## src/hw/rtl/bbmt_pkg.sv

```systemverilog
// bbmt_pkg: types, constants, beat layouts and the microcode table of the blob tracker
// used by blob_blink_motion_tracker, bbmt_checker and the testbench; no dependencies of its own

package bbmt_pkg;

    // field layout of the input beat (tdata), lowest bit first
    localparam int IN_DATA_W     = 88;
    localparam int IN_PRESENT    = 0;
    localparam int IN_X_LSB      = 1;
    localparam int IN_Y_LSB      = 13;
    localparam int IN_AREA_LSB   = 25;
    localparam int IN_TIME_LSB   = 49;

    // field layout of the output beat (tdata), lowest bit first
    localparam int OUT_DATA_W    = 104;
    localparam int OUT_ON        = 0;
    localparam int OUT_COUNT_LSB = 1;
    localparam int OUT_VX_LSB    = 17;
    localparam int OUT_VY_LSB    = 30;
    localparam int OUT_GROW_LSB  = 43;
    localparam int OUT_RATE_LSB  = 75;
    localparam int OUT_PAD_W     = 3;

    // arithmetic constants
    localparam logic [25:0] RATE_NUM     = 26'd65536000;
    localparam logic [31:0] GROWTH_MAX   = 32'h7FFF_FFFF;
    localparam logic [15:0] COUNT_MAX    = 16'hFFFF;
    localparam logic [7:0]  THR_RESET    = 8'd5;

    // shared divider: 40-bit dividend register, iteration counts per use
    localparam int          DIV_N_W      = 40;
    localparam int          DIV_CNT_W    = 6;
    localparam logic [5:0]  RATE_ITERS   = 6'd26;
    localparam logic [5:0]  GROWTH_ITERS = 6'd40;

    // step numbers of the program
    typedef logic [3:0] step_t;
    localparam step_t STEP_WAIT         = 4'd0;
    localparam step_t STEP_EVAL         = 4'd1;
    localparam step_t STEP_BLINK_CHK    = 4'd2;
    localparam step_t STEP_RATE_LOAD    = 4'd3;
    localparam step_t STEP_RATE_DIV     = 4'd4;
    localparam step_t STEP_RATE_STORE   = 4'd5;
    localparam step_t STEP_GROWTH_LOAD  = 4'd6;
    localparam step_t STEP_GROWTH_DIV   = 4'd7;
    localparam step_t STEP_GROWTH_STORE = 4'd8;
    localparam step_t STEP_UPD_PREV     = 4'd9;
    localparam step_t STEP_EMIT         = 4'd10;
    localparam step_t STEP_RETURN       = 4'd11;

    // datapath action of one step
    typedef enum logic [3:0] {
        ACT_NOP,
        ACT_LOAD,
        ACT_EVAL,
        ACT_RATE_LOAD,
        ACT_DIV_ITER,
        ACT_RATE_STORE,
        ACT_GROWTH_LOAD,
        ACT_GROWTH_STORE,
        ACT_UPD_PREV,
        ACT_EMIT
    } act_t;

    // jump condition of one step; when false the program falls through
    typedef enum logic [3:0] {
        JMP_NEVER,
        JMP_ALWAYS,
        JMP_NO_BEAT,
        JMP_SKIP_STABLE,
        JMP_NO_NEW_BLINK,
        JMP_PERIOD_ZERO,
        JMP_DIV_MORE,
        JMP_PREV_AREA_ZERO,
        JMP_OUT_BUSY
    } cond_t;

    typedef struct packed {
        act_t  act;
        cond_t cond;
        step_t target;
    } uword_t;

    // microcode table
    function automatic uword_t ucode(input step_t s);
        uword_t w;
        case (s)
            STEP_WAIT:         w = '{ACT_LOAD,         JMP_NO_BEAT,        STEP_WAIT};
            STEP_EVAL:         w = '{ACT_EVAL,         JMP_SKIP_STABLE,    STEP_UPD_PREV};
            STEP_BLINK_CHK:    w = '{ACT_NOP,          JMP_NO_NEW_BLINK,   STEP_GROWTH_LOAD};
            STEP_RATE_LOAD:    w = '{ACT_RATE_LOAD,    JMP_PERIOD_ZERO,    STEP_GROWTH_LOAD};
            STEP_RATE_DIV:     w = '{ACT_DIV_ITER,     JMP_DIV_MORE,       STEP_RATE_DIV};
            STEP_RATE_STORE:   w = '{ACT_RATE_STORE,   JMP_NEVER,          STEP_WAIT};
            STEP_GROWTH_LOAD:  w = '{ACT_GROWTH_LOAD,  JMP_PREV_AREA_ZERO, STEP_UPD_PREV};
            STEP_GROWTH_DIV:   w = '{ACT_DIV_ITER,     JMP_DIV_MORE,       STEP_GROWTH_DIV};
            STEP_GROWTH_STORE: w = '{ACT_GROWTH_STORE, JMP_NEVER,          STEP_WAIT};
            STEP_UPD_PREV:     w = '{ACT_UPD_PREV,     JMP_NEVER,          STEP_WAIT};
            STEP_EMIT:         w = '{ACT_EMIT,         JMP_OUT_BUSY,       STEP_EMIT};
            STEP_RETURN:       w = '{ACT_NOP,          JMP_ALWAYS,         STEP_WAIT};
            default:           w = '{ACT_NOP,          JMP_ALWAYS,         STEP_WAIT};
        endcase
        return w;
    endfunction

endpackage

```

## src/hw/rtl/blob_blink_motion_tracker.sv

```systemverilog
// blob_blink_motion_tracker: microcoded blink debouncer, rate and motion tracker
// depends on bbmt_pkg for the microcode table, beat layouts and constants
//
//  channel   | direction | payload
//  ----------+-----------+------------------------------------------------------------
//  s_*       | in        | tuser: cmd; tdata: present, pos_x, pos_y, area, time_ms
//  m_*       | out       | tuser: growth_invalid; tdata: blink_on, blink_count,
//            |           |   velocity_x, velocity_y, area_growth, blink_rate
//  cfg_*     | in        | cfg_wr_data: stable_threshold, written when cfg_wr_en
//
// an item's path through the steps sets its time: shortest for a clear command or an
// unstable frame, longest for a new blink plus growth, which runs the shared radix-2
// divider twice: 26 steps for the rate, 40 for the growth
// s_tready is high only in the wait step; the next item may enter while a result
// still sits in the output register, the emit step stalls only if that is still full
// reset clears all tracker state, sets the threshold to 5 and empties the output

module blob_blink_motion_tracker (
    input  logic                            clk,
    input  logic                            rst_n,
    // input beat
    input  logic                            s_tvalid,
    output logic                            s_tready,
    input  logic [bbmt_pkg::IN_DATA_W-1:0]  s_tdata,   // present, pos_x, pos_y, area, time_ms
    input  logic                            s_tuser,   // cmd
    // result beat
    output logic                            m_tvalid,
    input  logic                            m_tready,
    output logic [bbmt_pkg::OUT_DATA_W-1:0] m_tdata,   // blink_on, blink_count, velocity_x,
                                                       // velocity_y, area_growth, blink_rate
    output logic                            m_tuser,   // growth_invalid
    // threshold register
    input  logic                            cfg_wr_en,
    input  logic [7:0]                      cfg_wr_data
);

    // sequencer
    bbmt_pkg::step_t  step_reg, step_next;
    bbmt_pkg::uword_t uw;
    logic             jump;

    // captured input item
    logic        cmd_reg;
    logic        present_reg;
    logic [11:0] x_reg, y_reg;
    logic [23:0] area_reg;
    logic [31:0] time_reg;

    // tracker state
    logic [7:0]         thr_reg;
    logic [7:0]         energy_reg;
    logic               active_reg;
    logic [15:0]        count_reg;
    logic [31:0]        last_reg;
    logic               prev_present_reg;
    logic [11:0]        prev_x_reg, prev_y_reg;
    logic [23:0]        prev_area_reg;
    logic signed [12:0] vel_x_reg, vel_y_reg;
    logic [31:0]        growth_reg;
    logic               growth_flag_reg;
    logic [25:0]        rate_reg;
    logic               new_blink_reg;

    // divider
    logic [31:0]                      div_rem_reg;
    logic [bbmt_pkg::DIV_N_W-1:0]     div_quo_reg;
    logic [31:0]                      div_den_reg;
    logic [bbmt_pkg::DIV_CNT_W-1:0]   div_cnt_reg;
    logic                             neg_reg;
    logic [32:0]                      div_shift, div_sub;
    logic                             div_ge;

    // output register
    logic                            out_valid_reg;
    logic [bbmt_pkg::OUT_DATA_W-1:0] out_data_reg;
    logic                            out_user_reg;

    // combinational helpers
    logic        in_fire;
    logic        out_busy;
    logic [8:0]  energy_inc;
    logic        stable_hit;
    logic [31:0] period;
    logic [23:0] area_mag;
    logic        area_neg;
    logic signed [12:0] dx, dy;
    logic [bbmt_pkg::OUT_DATA_W-1:0] out_data_next;

    assign s_tready = (step_reg == bbmt_pkg::STEP_WAIT);
    assign in_fire  = s_tvalid && s_tready;
    assign m_tvalid = out_valid_reg;
    assign m_tdata  = out_data_reg;
    assign m_tuser  = out_user_reg;
    assign out_busy = out_valid_reg && !m_tready;

    // frame decisions
    assign energy_inc = {1'b0, energy_reg} + 9'd1;
    assign stable_hit = present_reg && (energy_inc >= {1'b0, thr_reg});
    assign period     = time_reg - last_reg;
    assign area_neg   = (area_reg < prev_area_reg);
    assign area_mag   = area_neg ? (prev_area_reg - area_reg) : (area_reg - prev_area_reg);
    assign dx         = $signed({1'b0, x_reg}) - $signed({1'b0, prev_x_reg});
    assign dy         = $signed({1'b0, y_reg}) - $signed({1'b0, prev_y_reg});

    // one restoring divider step
    assign div_shift = {div_rem_reg, div_quo_reg[bbmt_pkg::DIV_N_W-1]};
    assign div_sub   = div_shift - {1'b0, div_den_reg};
    assign div_ge    = (div_shift >= {1'b0, div_den_reg});

    // result beat
    assign out_data_next = {{bbmt_pkg::OUT_PAD_W{1'b0}}, rate_reg, growth_reg,
                            vel_y_reg, vel_x_reg, count_reg, active_reg};

    // microcode fetch and jump decision
    always_comb
    begin
        uw = bbmt_pkg::ucode(step_reg);
        case (uw.cond)
            bbmt_pkg::JMP_NEVER:          jump = 1'b0;
            bbmt_pkg::JMP_ALWAYS:         jump = 1'b1;
            bbmt_pkg::JMP_NO_BEAT:        jump = !in_fire;
            bbmt_pkg::JMP_SKIP_STABLE:    jump = cmd_reg || !stable_hit;
            bbmt_pkg::JMP_NO_NEW_BLINK:   jump = !new_blink_reg;
            bbmt_pkg::JMP_PERIOD_ZERO:    jump = (period == 32'd0);
            bbmt_pkg::JMP_DIV_MORE:       jump = (div_cnt_reg != 6'd1);
            bbmt_pkg::JMP_PREV_AREA_ZERO: jump = (prev_area_reg == 24'd0);
            bbmt_pkg::JMP_OUT_BUSY:       jump = out_busy;
            default:                      jump = 1'b0;
        endcase
        step_next = jump ? uw.target : step_reg + 4'd1;
    end

    // control and tracker state
    always_ff @(posedge clk or negedge rst_n)
    begin
        if (!rst_n)
        begin
            step_reg         <= bbmt_pkg::STEP_WAIT;
            thr_reg          <= bbmt_pkg::THR_RESET;
            energy_reg       <= '0;
            active_reg       <= 1'b0;
            count_reg        <= '0;
            last_reg         <= '0;
            prev_present_reg <= 1'b0;
            prev_x_reg       <= '0;
            prev_y_reg       <= '0;
            prev_area_reg    <= '0;
            vel_x_reg        <= '0;
            vel_y_reg        <= '0;
            growth_reg       <= '0;
            growth_flag_reg  <= 1'b0;
            rate_reg         <= '0;
            new_blink_reg    <= 1'b0;
            out_valid_reg    <= 1'b0;
        end
        else
        begin
            step_reg <= step_next;

            // threshold register
            if (cfg_wr_en)
            begin
                thr_reg <= cfg_wr_data;
            end

            // output handshake: a new beat in the emit step, else drop once taken
            if (uw.act == bbmt_pkg::ACT_EMIT && !out_busy)
            begin
                out_valid_reg <= 1'b1;
            end
            else if (m_tready)
            begin
                out_valid_reg <= 1'b0;
            end

            case (uw.act)
                bbmt_pkg::ACT_EVAL:
                begin
                    // off to on on a stable present frame starts a blink
                    new_blink_reg <= !cmd_reg && stable_hit && !active_reg;
                    if (cmd_reg)
                    begin
                        // clear command keeps the previous frame
                        vel_x_reg       <= '0;
                        vel_y_reg       <= '0;
                        growth_reg      <= '0;
                        growth_flag_reg <= 1'b0;
                        rate_reg        <= '0;
                        count_reg       <= '0;
                        active_reg      <= 1'b0;
                        energy_reg      <= '0;
                        last_reg        <= '0;
                    end
                    else if (present_reg)
                    begin
                        if (stable_hit)
                        begin
                            energy_reg <= thr_reg;
                            if (!active_reg)
                            begin
                                active_reg <= 1'b1;
                                if (count_reg != bbmt_pkg::COUNT_MAX)
                                begin
                                    count_reg <= count_reg + 16'd1;
                                end
                            end
                            if (prev_present_reg)
                            begin
                                vel_x_reg <= dx;
                                vel_y_reg <= dy;
                            end
                        end
                        else
                        begin
                            energy_reg <= energy_inc[7:0];
                        end
                    end
                    else if (energy_reg <= 8'd1)
                    begin
                        energy_reg <= '0;
                        active_reg <= 1'b0;
                    end
                    else
                    begin
                        energy_reg <= energy_reg - 8'd1;
                    end
                end
                bbmt_pkg::ACT_RATE_LOAD:
                begin
                    last_reg <= time_reg;
                    // zero period saturates
                    if (period == 32'd0)
                    begin
                        rate_reg <= bbmt_pkg::RATE_NUM;
                    end
                end
                bbmt_pkg::ACT_RATE_STORE:
                begin
                    rate_reg <= div_quo_reg[25:0];
                end
                bbmt_pkg::ACT_GROWTH_LOAD:
                begin
                    if (prev_area_reg == 24'd0)
                    begin
                        growth_reg      <= bbmt_pkg::GROWTH_MAX;
                        growth_flag_reg <= 1'b1;
                    end
                    else
                    begin
                        growth_flag_reg <= 1'b0;
                    end
                end
                bbmt_pkg::ACT_GROWTH_STORE:
                begin
                    if (neg_reg)
                    begin
                        growth_reg <= 32'd0 - div_quo_reg[31:0];
                    end
                    else if (|div_quo_reg[bbmt_pkg::DIV_N_W-1:31])
                    begin
                        growth_reg <= bbmt_pkg::GROWTH_MAX;
                    end
                    else
                    begin
                        growth_reg <= div_quo_reg[31:0];
                    end
                end
                bbmt_pkg::ACT_UPD_PREV:
                begin
                    if (!cmd_reg)
                    begin
                        prev_present_reg <= present_reg;
                        prev_x_reg       <= x_reg;
                        prev_y_reg       <= y_reg;
                        prev_area_reg    <= area_reg;
                    end
                end
                default:
                begin
                end
            endcase
        end
    end

    // payload: captured item, divider and output data
    always_ff @(posedge clk)
    begin
        case (uw.act)
            bbmt_pkg::ACT_LOAD:
            begin
                if (in_fire)
                begin
                    cmd_reg     <= s_tuser;
                    present_reg <= s_tdata[bbmt_pkg::IN_PRESENT];
                    x_reg       <= s_tdata[bbmt_pkg::IN_X_LSB +: 12];
                    y_reg       <= s_tdata[bbmt_pkg::IN_Y_LSB +: 12];
                    area_reg    <= s_tdata[bbmt_pkg::IN_AREA_LSB +: 24];
                    time_reg    <= s_tdata[bbmt_pkg::IN_TIME_LSB +: 32];
                end
            end
            bbmt_pkg::ACT_RATE_LOAD:
            begin
                // dividend aligned to the top so 26 steps suffice
                div_rem_reg <= '0;
                div_quo_reg <= {bbmt_pkg::RATE_NUM, 14'd0};
                div_den_reg <= period;
                div_cnt_reg <= bbmt_pkg::RATE_ITERS;
            end
            bbmt_pkg::ACT_GROWTH_LOAD:
            begin
                div_rem_reg <= '0;
                div_quo_reg <= {area_mag, 16'd0};
                div_den_reg <= {8'd0, prev_area_reg};
                div_cnt_reg <= bbmt_pkg::GROWTH_ITERS;
                neg_reg     <= area_neg;
            end
            bbmt_pkg::ACT_DIV_ITER:
            begin
                div_rem_reg <= div_ge ? div_sub[31:0] : div_shift[31:0];
                div_quo_reg <= {div_quo_reg[bbmt_pkg::DIV_N_W-2:0], div_ge};
                div_cnt_reg <= div_cnt_reg - 6'd1;
            end
            bbmt_pkg::ACT_EMIT:
            begin
                if (!out_busy)
                begin
                    out_data_reg <= out_data_next;
                    out_user_reg <= growth_flag_reg;
                end
            end
            default:
            begin
            end
        endcase
    end

endmodule

```

## config.mk

```make
export PLATFORM = sky130hd
export DESIGN_NAME = blob_blink_motion_tracker
export DESIGN_NICKNAME = d
export VERILOG_FILES = /design/src/hw/rtl/bbmt_pkg.sv /design/src/hw/rtl/blob_blink_motion_tracker.sv
export SDC_FILE = /design/constraint.sdc
export NUM_CORES = 1
export LEC_CHECK = 0
export ABC_AREA = 1
export BUFFER_PORTS_ARGS = -buffer_cell sky130_fd_sc_hd__buf_2
export CAP_MARGIN = 10
export CORE_MARGIN = 8
export CORE_UTILIZATION = 60
export DETAILED_ROUTE_END_ITERATION = 6
export GPL_ROUTABILITY_DRIVEN = 0
export PLACE_DENSITY = 0.88
export SYNTH_ARGS = -nofsm -noshare
export SYNTH_HDL_FRONTEND = slang
export SYNTH_SLANG_ARGS = --single-unit
```

## constraint.sdc

```tcl
create_clock -name clk -period 9.33 [get_ports clk]
set_input_delay 0 -clock clk [delete_from_list [all_inputs] [get_ports clk]]
set_output_delay 0 -clock clk [all_outputs]
set_load 0.1 [all_outputs]
```

==> results of run 1 <==
-- synthesized netlist by cell type, types with 8 or more instances --
cell type    n
a21boi_0     8
a21o_1      18
inv_2        8
nand3_1    127
nand4_1     40
a31oi_1      8
nor3_1      45
nor2_1     287
a21oi_1    231
edfxtp_1   295
nand2_1    804
o21a_1      10
a2bb2oi_1   10
dfrtp_1    203
nand3b_1    10
ha_1       155
o211ai_1    16
clkbuf_1    52
xnor2_1     30
o21ai_0    290
o22ai_1     24
xor2_1      36
inv_1      505
-- how the worst max path moves through the flow --
stage	endpoint	slack, ns	startpoint	depth (start not counted)
after detailed placement	div_quo_reg[36]	5.08	area_reg[0]	15
after CTS	div_quo_reg[36]	5.03	area_reg[0]	15
after floorplan	area_reg[0]	3.11	step_reg[0]	6
after global placement	div_quo_reg[36]	5.13	area_reg[0]	15
final	div_quo_reg[36]	4.79	area_reg[0]	15
after global routing	div_quo_reg[35]	4.51	area_reg[0]	16
-- cell type report --
cell class / count / share of cell area (%)
Sequential cell: 500 / 42.9
Multi-Input combinational cell: 2238 / 36.7
Timing Repair Buffer: 323 / 6.78
Inverter: 516 / 5.96
Clock buffer: 64 / 4.02
Tap cell: 607 / 2.33
Clock inverter: 28 / 1.30
Antenna cell: 2 / 0.0153
-- metrics by stage --
| stage | utilization, % | hold WS [ns] | total power, mW | instances | area (µm²) |
|---|---|---|---|---|---|
| 6_report | 70.2 | 0.0505 | 11.9 | 4278 | 32600 |
| 2_1_floorplan | - | -0.296 | 8.09 | 3325 | 28200 |
| 3_3_place_gp | 64.1 | 0.0253 | 9.29 | 4075 | 29800 |
| 3_5_place_dp | 64.1 | 0.0251 | 9.49 | 4075 | 29800 |
| 5_1_grt | 70.2 | 0.0588 | 12.7 | 4278 | 32600 |
| 4_1_cts | 70.2 | 0.0381 | 11.7 | 4276 | 32600 |
-- where the power goes --
part           internal, mW  switching, mW
clock network          1.23          0.898
registers              3.31          0.430
logic                  1.86           4.19
-- metal layers --
layer  global-route usage [%]  routed length (µm)  vias to the layer above
li1                         -                   -                    11600
met1                     34.4               29000                    11500
met2                     46.9               36700                     1330
met3                     4.41                6340                      306
met4                     13.9                4160                        0
met5                        0                   0                        -
-- worst max-delay path: stages, from the launching register on --
cell	delay (ns)
edfxtp_1	0.43
inv_1	0.10
ha_1	0.17
inv_1	0.06
fa_1	0.40
inv_1	0.11
o21ai_0	0.13
a21oi_1	0.39
inv_1	0.08
nand2_1	0.07
nand3_1	0.72
inv_1	0.88
o21ai_0	0.20
and2_1	0.17
o21ai_0	0.28
nand2_1	0.08
-- cell families (layout without fill, tap and decap cells) --
logic type	count (synthesis)	count (layout)	synth area share (%)
muxes	3	3	0.111
adders and majority gates	161	161	7.31
buffers and inverters	587	931	8.01
other	1	5	0.0133
and+or+nand+nor	1345	1345	19.7
DFF	500	500	49.6
xor gates and xnor gates	66	66	2.05
AOI/OAI and AO/OA	660	660	13.2
==> summary.md, run 1 <==
| Metric | Value |
|---|---|
| Total GRT Usage | `27.8%` |
| Die Area | `between 0.05 and 0.06 mm²` |
| FF+latch count, synth | `500` |
| Port Buffer Count | `198` |
| Hold Path Cell Cnt | `3` |
| Multi-input gate area | `approximately 0.012 mm²` |
| Setup_tns | `0 ns` |
| Total CTS buffers | `49` |
| Routed Antenna Nets | `0` |
| Reg2reg path depth | `15` |
| Core ar. | `0.0465 mm²` |
| Worst hold endpoint | `x_reg[4]` |
| Critical R2R Capture | `div_quo_reg[36]` |
| Max FFs per register | `101` |
| Status | `complete, no violations` |
| Place WS | `5.08 ns` |
| CTS tree | `built` |
| Synth Cell Area | `roughly 0.028 mm²` |
| Register area share after synthesis | `49.6%` |
| Period utilization | `48.6%` |
| Max-cap viol count | `0` |
| Worst setup margin | `4.79 ns` |
| Vias in the first global route | `23800` |
| Most common cell after layout, fill and taps aside | `nand2_1` |
| Tmin final | `about 4.5 ns` |
| Worst r2r src | `area_reg[0]` |
| Syn-to-layout area delta | `15.7%` |
| Pwr dens | `365 mW/mm²` |
| Fmax | `220 MHz` |
| Slew HR | `23.0%` |
| DRC | `0` |
| Final setup viols | `0` |
| First drt pass iteration count | `6` |
| Asr flop ratio synth | `41.0%` |
| Slew @ Worst Pin | `1.15 ns` |
| Clock sink total | `500` |
| Filler cell count | `3291` |
| Clock latency on the worst-skew pair | `0.62 ns` |
| Setup crit start kind | `flop` |
| DP HPWL | `51400 µm` |
| Initial Util | `60.7%` |
| Hold_buf cts | `109` |
| Syn Inst Count | `3323` |
| Peak supply drop | `about 0.21 mV` |
| First-pass GRT wire length | `122000 µm` |
| Register area | `between 0.01 and 0.015 mm²` |
| Post-CTS Resized | `0` |
| Yosys warns | `0` |
| Die Ht | `233 µm` |
| Fin. Hold Viols | `0` |
| Cell taking the most area after synthesis | `edfxtp_1` |
| Setup Skew | `0.0381 ns` |
| Min-delay src | `s_tvalid` |
| Clock buffer depth | `3` |
| Via count | `24800` |
| Starting DRT DRC Count | `2648` |
| Row count | `79` |
| IO Count | `around 210` |
| Most frequent cells in the layout | `nand2_1 (802), inv_1 (505), edfxtp_1 (295)` |
| WP data required | `roughly 9.7 ns` |
| Synth cell types | `64` |
| Total Wirelength | `~76000 µm` |
| Initial antenna violation count | `2` |
| Layout cells sized above 1 | `under 10%` |
| Top FF cell, synth | `edfxtp_1` |
| Avg Cell Area, Syn | `around 8.5 µm²` |
| Crit Path Max Fanout | `26` |
| Worst Path Arrival | `4.89 ns` |
| Unrepaired setup endpoints after global routing | `false` |
| Via-to-Cell Ratio | `5.79` |
| CTS root buffer | `clkbuf_16` |
| Hold WC Path Type | `in2reg` |
| H-tree level count | `2` |
| Drt wl/cell | `around 18 µm` |
| Die X-Extent | `233 µm` |
| Critical Path Sink Type | `flop` |
| Leak Pwr | `15.2 nW` |
| Pins over their slew limit | `0` |
| Area fraction of the dominant cell type after synthesis | `31.4%` |
| Flop-to-flop setup slack | `roughly 4.8 ns` |
| Setup CP Type | `reg2reg` |
| Clock-pin slew on the worst setup and hold paths | `about 0.070 ns` |
| Total gr overflow | `0` |
| Number of flops mapped to enable cells by yosys | `295` |
| Post-CTS setup buffers | `0` |
| Largest net degree at the start of global routing | `99` |
| Layout Nets | `3891` |
| Largest cells by area after synthesis | `edfxtp_1 (31%), dfrtp_1 (18%), nand2_1 (11%)` |
(Power assumes the default switching activity.)
==> run 2: changes to the inputs <==
--- a/config.mk
+++ b/config.mk
@@ -9,10 +9,10 @@
 export BUFFER_PORTS_ARGS = -buffer_cell sky130_fd_sc_hd__buf_2
 export CAP_MARGIN = 10
 export CORE_MARGIN = 8
-export CORE_UTILIZATION = 60
+export CORE_UTILIZATION = 55
 export DETAILED_ROUTE_END_ITERATION = 6
 export GPL_ROUTABILITY_DRIVEN = 0
-export PLACE_DENSITY = 0.88
+export PLACE_DENSITY = 0.85
 export SYNTH_ARGS = -nofsm -noshare
 export SYNTH_HDL_FRONTEND = slang
 export SYNTH_SLANG_ARGS = --single-unit
==> constraint.sdc (replaced) <==
create_clock -name clk -period 4.15 [get_ports clk]
set_input_delay 0 -clock clk [delete_from_list [all_inputs] [get_ports clk]]
set_output_delay 0 -clock clk [all_outputs]
set_load 0.1 [all_outputs]
==> run 2 against run 1 <==
  * Clock-buffer cell count shrank 1
  * Via count down 1.8%
  * Sequential cell count did not move
  * Critical path depth increased by 3
  * Largest power group unchanged
  * Die area grew 8.5%
==> summary.md, run 2 (synthesis gave the netlist of run 1 again) <==
| Metric | Value |
|---|---|
| Status | `complete, no violations` |
| Die Ht | `242 µm` |
| Final setup viols | `0` |
| Clock latency on the worst-skew pair | `0.60 ns` |
| Critical Path Sink Type | `flop` |
| CP endpoint | `vel_y_reg[8]` |
| CTS root buffer | `clkbuf_16` |
| Worst setup margin | `0.604 ns` |
| Port Buffer Count | `198` |
| Placed cell area | `around 0.030 mm²` |
| Total Wirelength | `74600 µm` |
| CP cell instances | `inv_1, nor3_1, xor2_1, inv_1, ha_1, nand2_1, o21ai_0, nand2_1, nand2_1, nand2_1, nand2_1, nand2_1, inv_1, nand2_1, buf_4, inv_1, nand2_1, o22ai_1` |
| Initial Util | `between 50% and 60%` |
| Hold WC Path Type | `in2async` |
| Post-CTS Resized | `0` |
| Drt wl/cell | `17.1 µm` |
| Via count | `24300` |
| Starting DRT DRC Count | `around 2600` |
| Total GRT Usage | `24.4%` |
| Comb pwr share | `51.1%` |
| Post-layout instance area | `0.0328 mm²` |
| Max-cap viol count | `0` |
| Most common cell after layout, fill and taps aside | `nand2_1` |
| Reg2reg path depth | `18` |
| Crit path top cell by count | `nand2_1` |
| Clock buffer depth | `3` |
| Filler cell count | `3944` |
| Most frequent cells in the layout | `nand2_1 (802), inv_1 (505), edfxtp_1 (295)` |
| DRC | `0` |
| Critical Path Stages | `18` |
| Worst r2r src | `energy_reg[2]` |
| Flop-to-flop setup slack | `0.60 ns` |
| Final std cells w/o fill | `4362` |
| First-pass GRT wire length | `119000 µm` |
| Peak supply drop | `0.450 mV` |
| Placed instance count | `4158` |
| Period utilization | `85.4%` |
| DP HPWL | `52300 µm` |
| Layout cells sized above 1 | `9.76%` |
| Setup Skew | `0.0281 ns` |
| Post-CTS setup buffers | `0` |
| Die X-Extent | `242 µm` |
| Fmax | `282 MHz` |
| Row count | `between 80 and 90` |
| Slew HR | `about a quarter` |
| Tmin final | `3.55 ns` |
| Unrepaired setup endpoints after global routing | `false` |
| Net Switching | `12.3 mW` |
| Critical path's slowest cell | `dfrtp_1` |
| CP bufs+invs | `5` |
| Via-to-Cell Ratio | `5.57` |
| Total gr overflow | `0` |
| Clock sink total | `500` |
| Core ar. | `0.0510 mm²` |
| Leak Pwr | `15.2 nW` |
| Largest net degree at the start of global routing | `109` |
| Vias in the first global route | `23500` |
| Syn-to-layout area delta | `16.4%` |
| Total CTS buffers | `50` |
| Place WS | `approximately 0.73 ns` |
| H-tree level count | `2` |
| Family with the most delay on the worst path | `simple AND/OR/NAND/NOR gates` |
| First drt pass iteration count | `6` |
| CTS tree | `built` |
| Setup_tns | `0 ns` |
| Clock-pin slew on the worst setup and hold paths | `0.06 ns` |
| Initial antenna violation count | `4` |
| Part of the power in registers | `a little under a third` |
| IO Count | `209` |
| Layout Nets | `around 4000` |
| Max FFs per register | `101` |
| Setup crit start kind | `flop` |
| Pins over their slew limit | `0` |
| Clk network pwr share | `17.5%` |
| Launch point of the critical path | `energy_reg[2]` |
| Hold_buf cts | `107` |
| Routed Antenna Nets | `0` |
| Worst Path Arrival | `4.05 ns` |
| Crit Path Max Fanout | `9` |
| Slew @ Worst Pin | `1.11 ns` |
| Critical R2R Capture | `vel_y_reg[8]` |
| Die Area | `0.0587 mm²` |
| P_int | `14.4 mW` |
| Setup CP Type | `reg2reg` |
| CP max stage delay | `between 0.4 and 0.5 ns` |
| Pwr dens | `about 800 mW/mm²` |
| Switching fraction of total power | `46.1%` |
| WP data required | `roughly 4.7 ns` |
| Fin. Hold Viols | `0` |
==> run 2: layout make-up <==
| type | count | area [µm²] | share of cell area (%) |
|---|---|---|---|
| flip-flops and latches | 500 | 14000 | 42.6 |
| multi-input cells | 2238 | 12000 | 36.5 |
| repair buffers | 331 | 2320 | 7.06 |
| inverters | 516 | 1940 | 5.93 |
| clock buffers | 63 | 1350 | 4.12 |
| well taps | 680 | 851 | 2.59 |
| clock inverters | 29 | 375 | 1.14 |
| diodes | 5 | 12.5 | 0.0381 |
==> run 2: metrics by stage <==
step                util [%]  total power, mW  hold slack, ns
floorplan                  -             18.2          -0.296
global placement        58.8             21.0           0.121
detailed placement      58.8             21.5           0.134
CTS                     64.3             26.4          0.0547
global route            64.3             28.5          0.0665
finish                  64.3             26.7          0.0195
==> run 2: routing by layer <==
layer | vias up | routed length (µm) | GRT usage [%]
met4 | 0 | 3470 | 10.6
met1 | 11300 | 29200 | 30.1
met5 | - | 0 | 0
met2 | 1142 | 36200 | 42.0
li1 | 11600 | - | -
met3 | 242 | 5760 | 4.06
==> run 2: worst reg2reg max path, cell delays in order, from the launching register on <==
cell     delay (ns)
dfrtp_1        0.49
inv_1          0.07
nor3_1         0.35
xor2_1         0.28
inv_1          0.08
ha_1           0.28
nand2_1        0.05
o21ai_0        0.17
nand2_1        0.08
nand2_1        0.06
nand2_1        0.04
nand2_1        0.22
nand2_1        0.18
inv_1          0.22
nand2_1        0.09
buf_4          0.19
inv_1          0.29
nand2_1        0.16
o22ai_1        0.18
==> run 2: worst min path at each step <==
stage	from	end	slack [ns]
after floorplan	rst_n	active_reg	-0.30
after global placement	rst_n	prev_y_reg[10]	0.12
after detailed placement	rst_n	prev_y_reg[10]	0.13
after CTS	s_tvalid	time_reg[19]	0.05
after global routing	s_tvalid	time_reg[19]	0.07
final	rst_n	prev_y_reg[10]	0.02
==> run 2: power groups by stage <==
stage	clock, mW	combinational, mW	sequential (mW)
floorplan	0	9.50	8.67
global route	4.93	15.1	8.53
detailed placement	0	13.1	8.40
global placement	0	12.7	8.33
finish	4.68	13.7	8.37
CTS	4.73	13.3	8.33
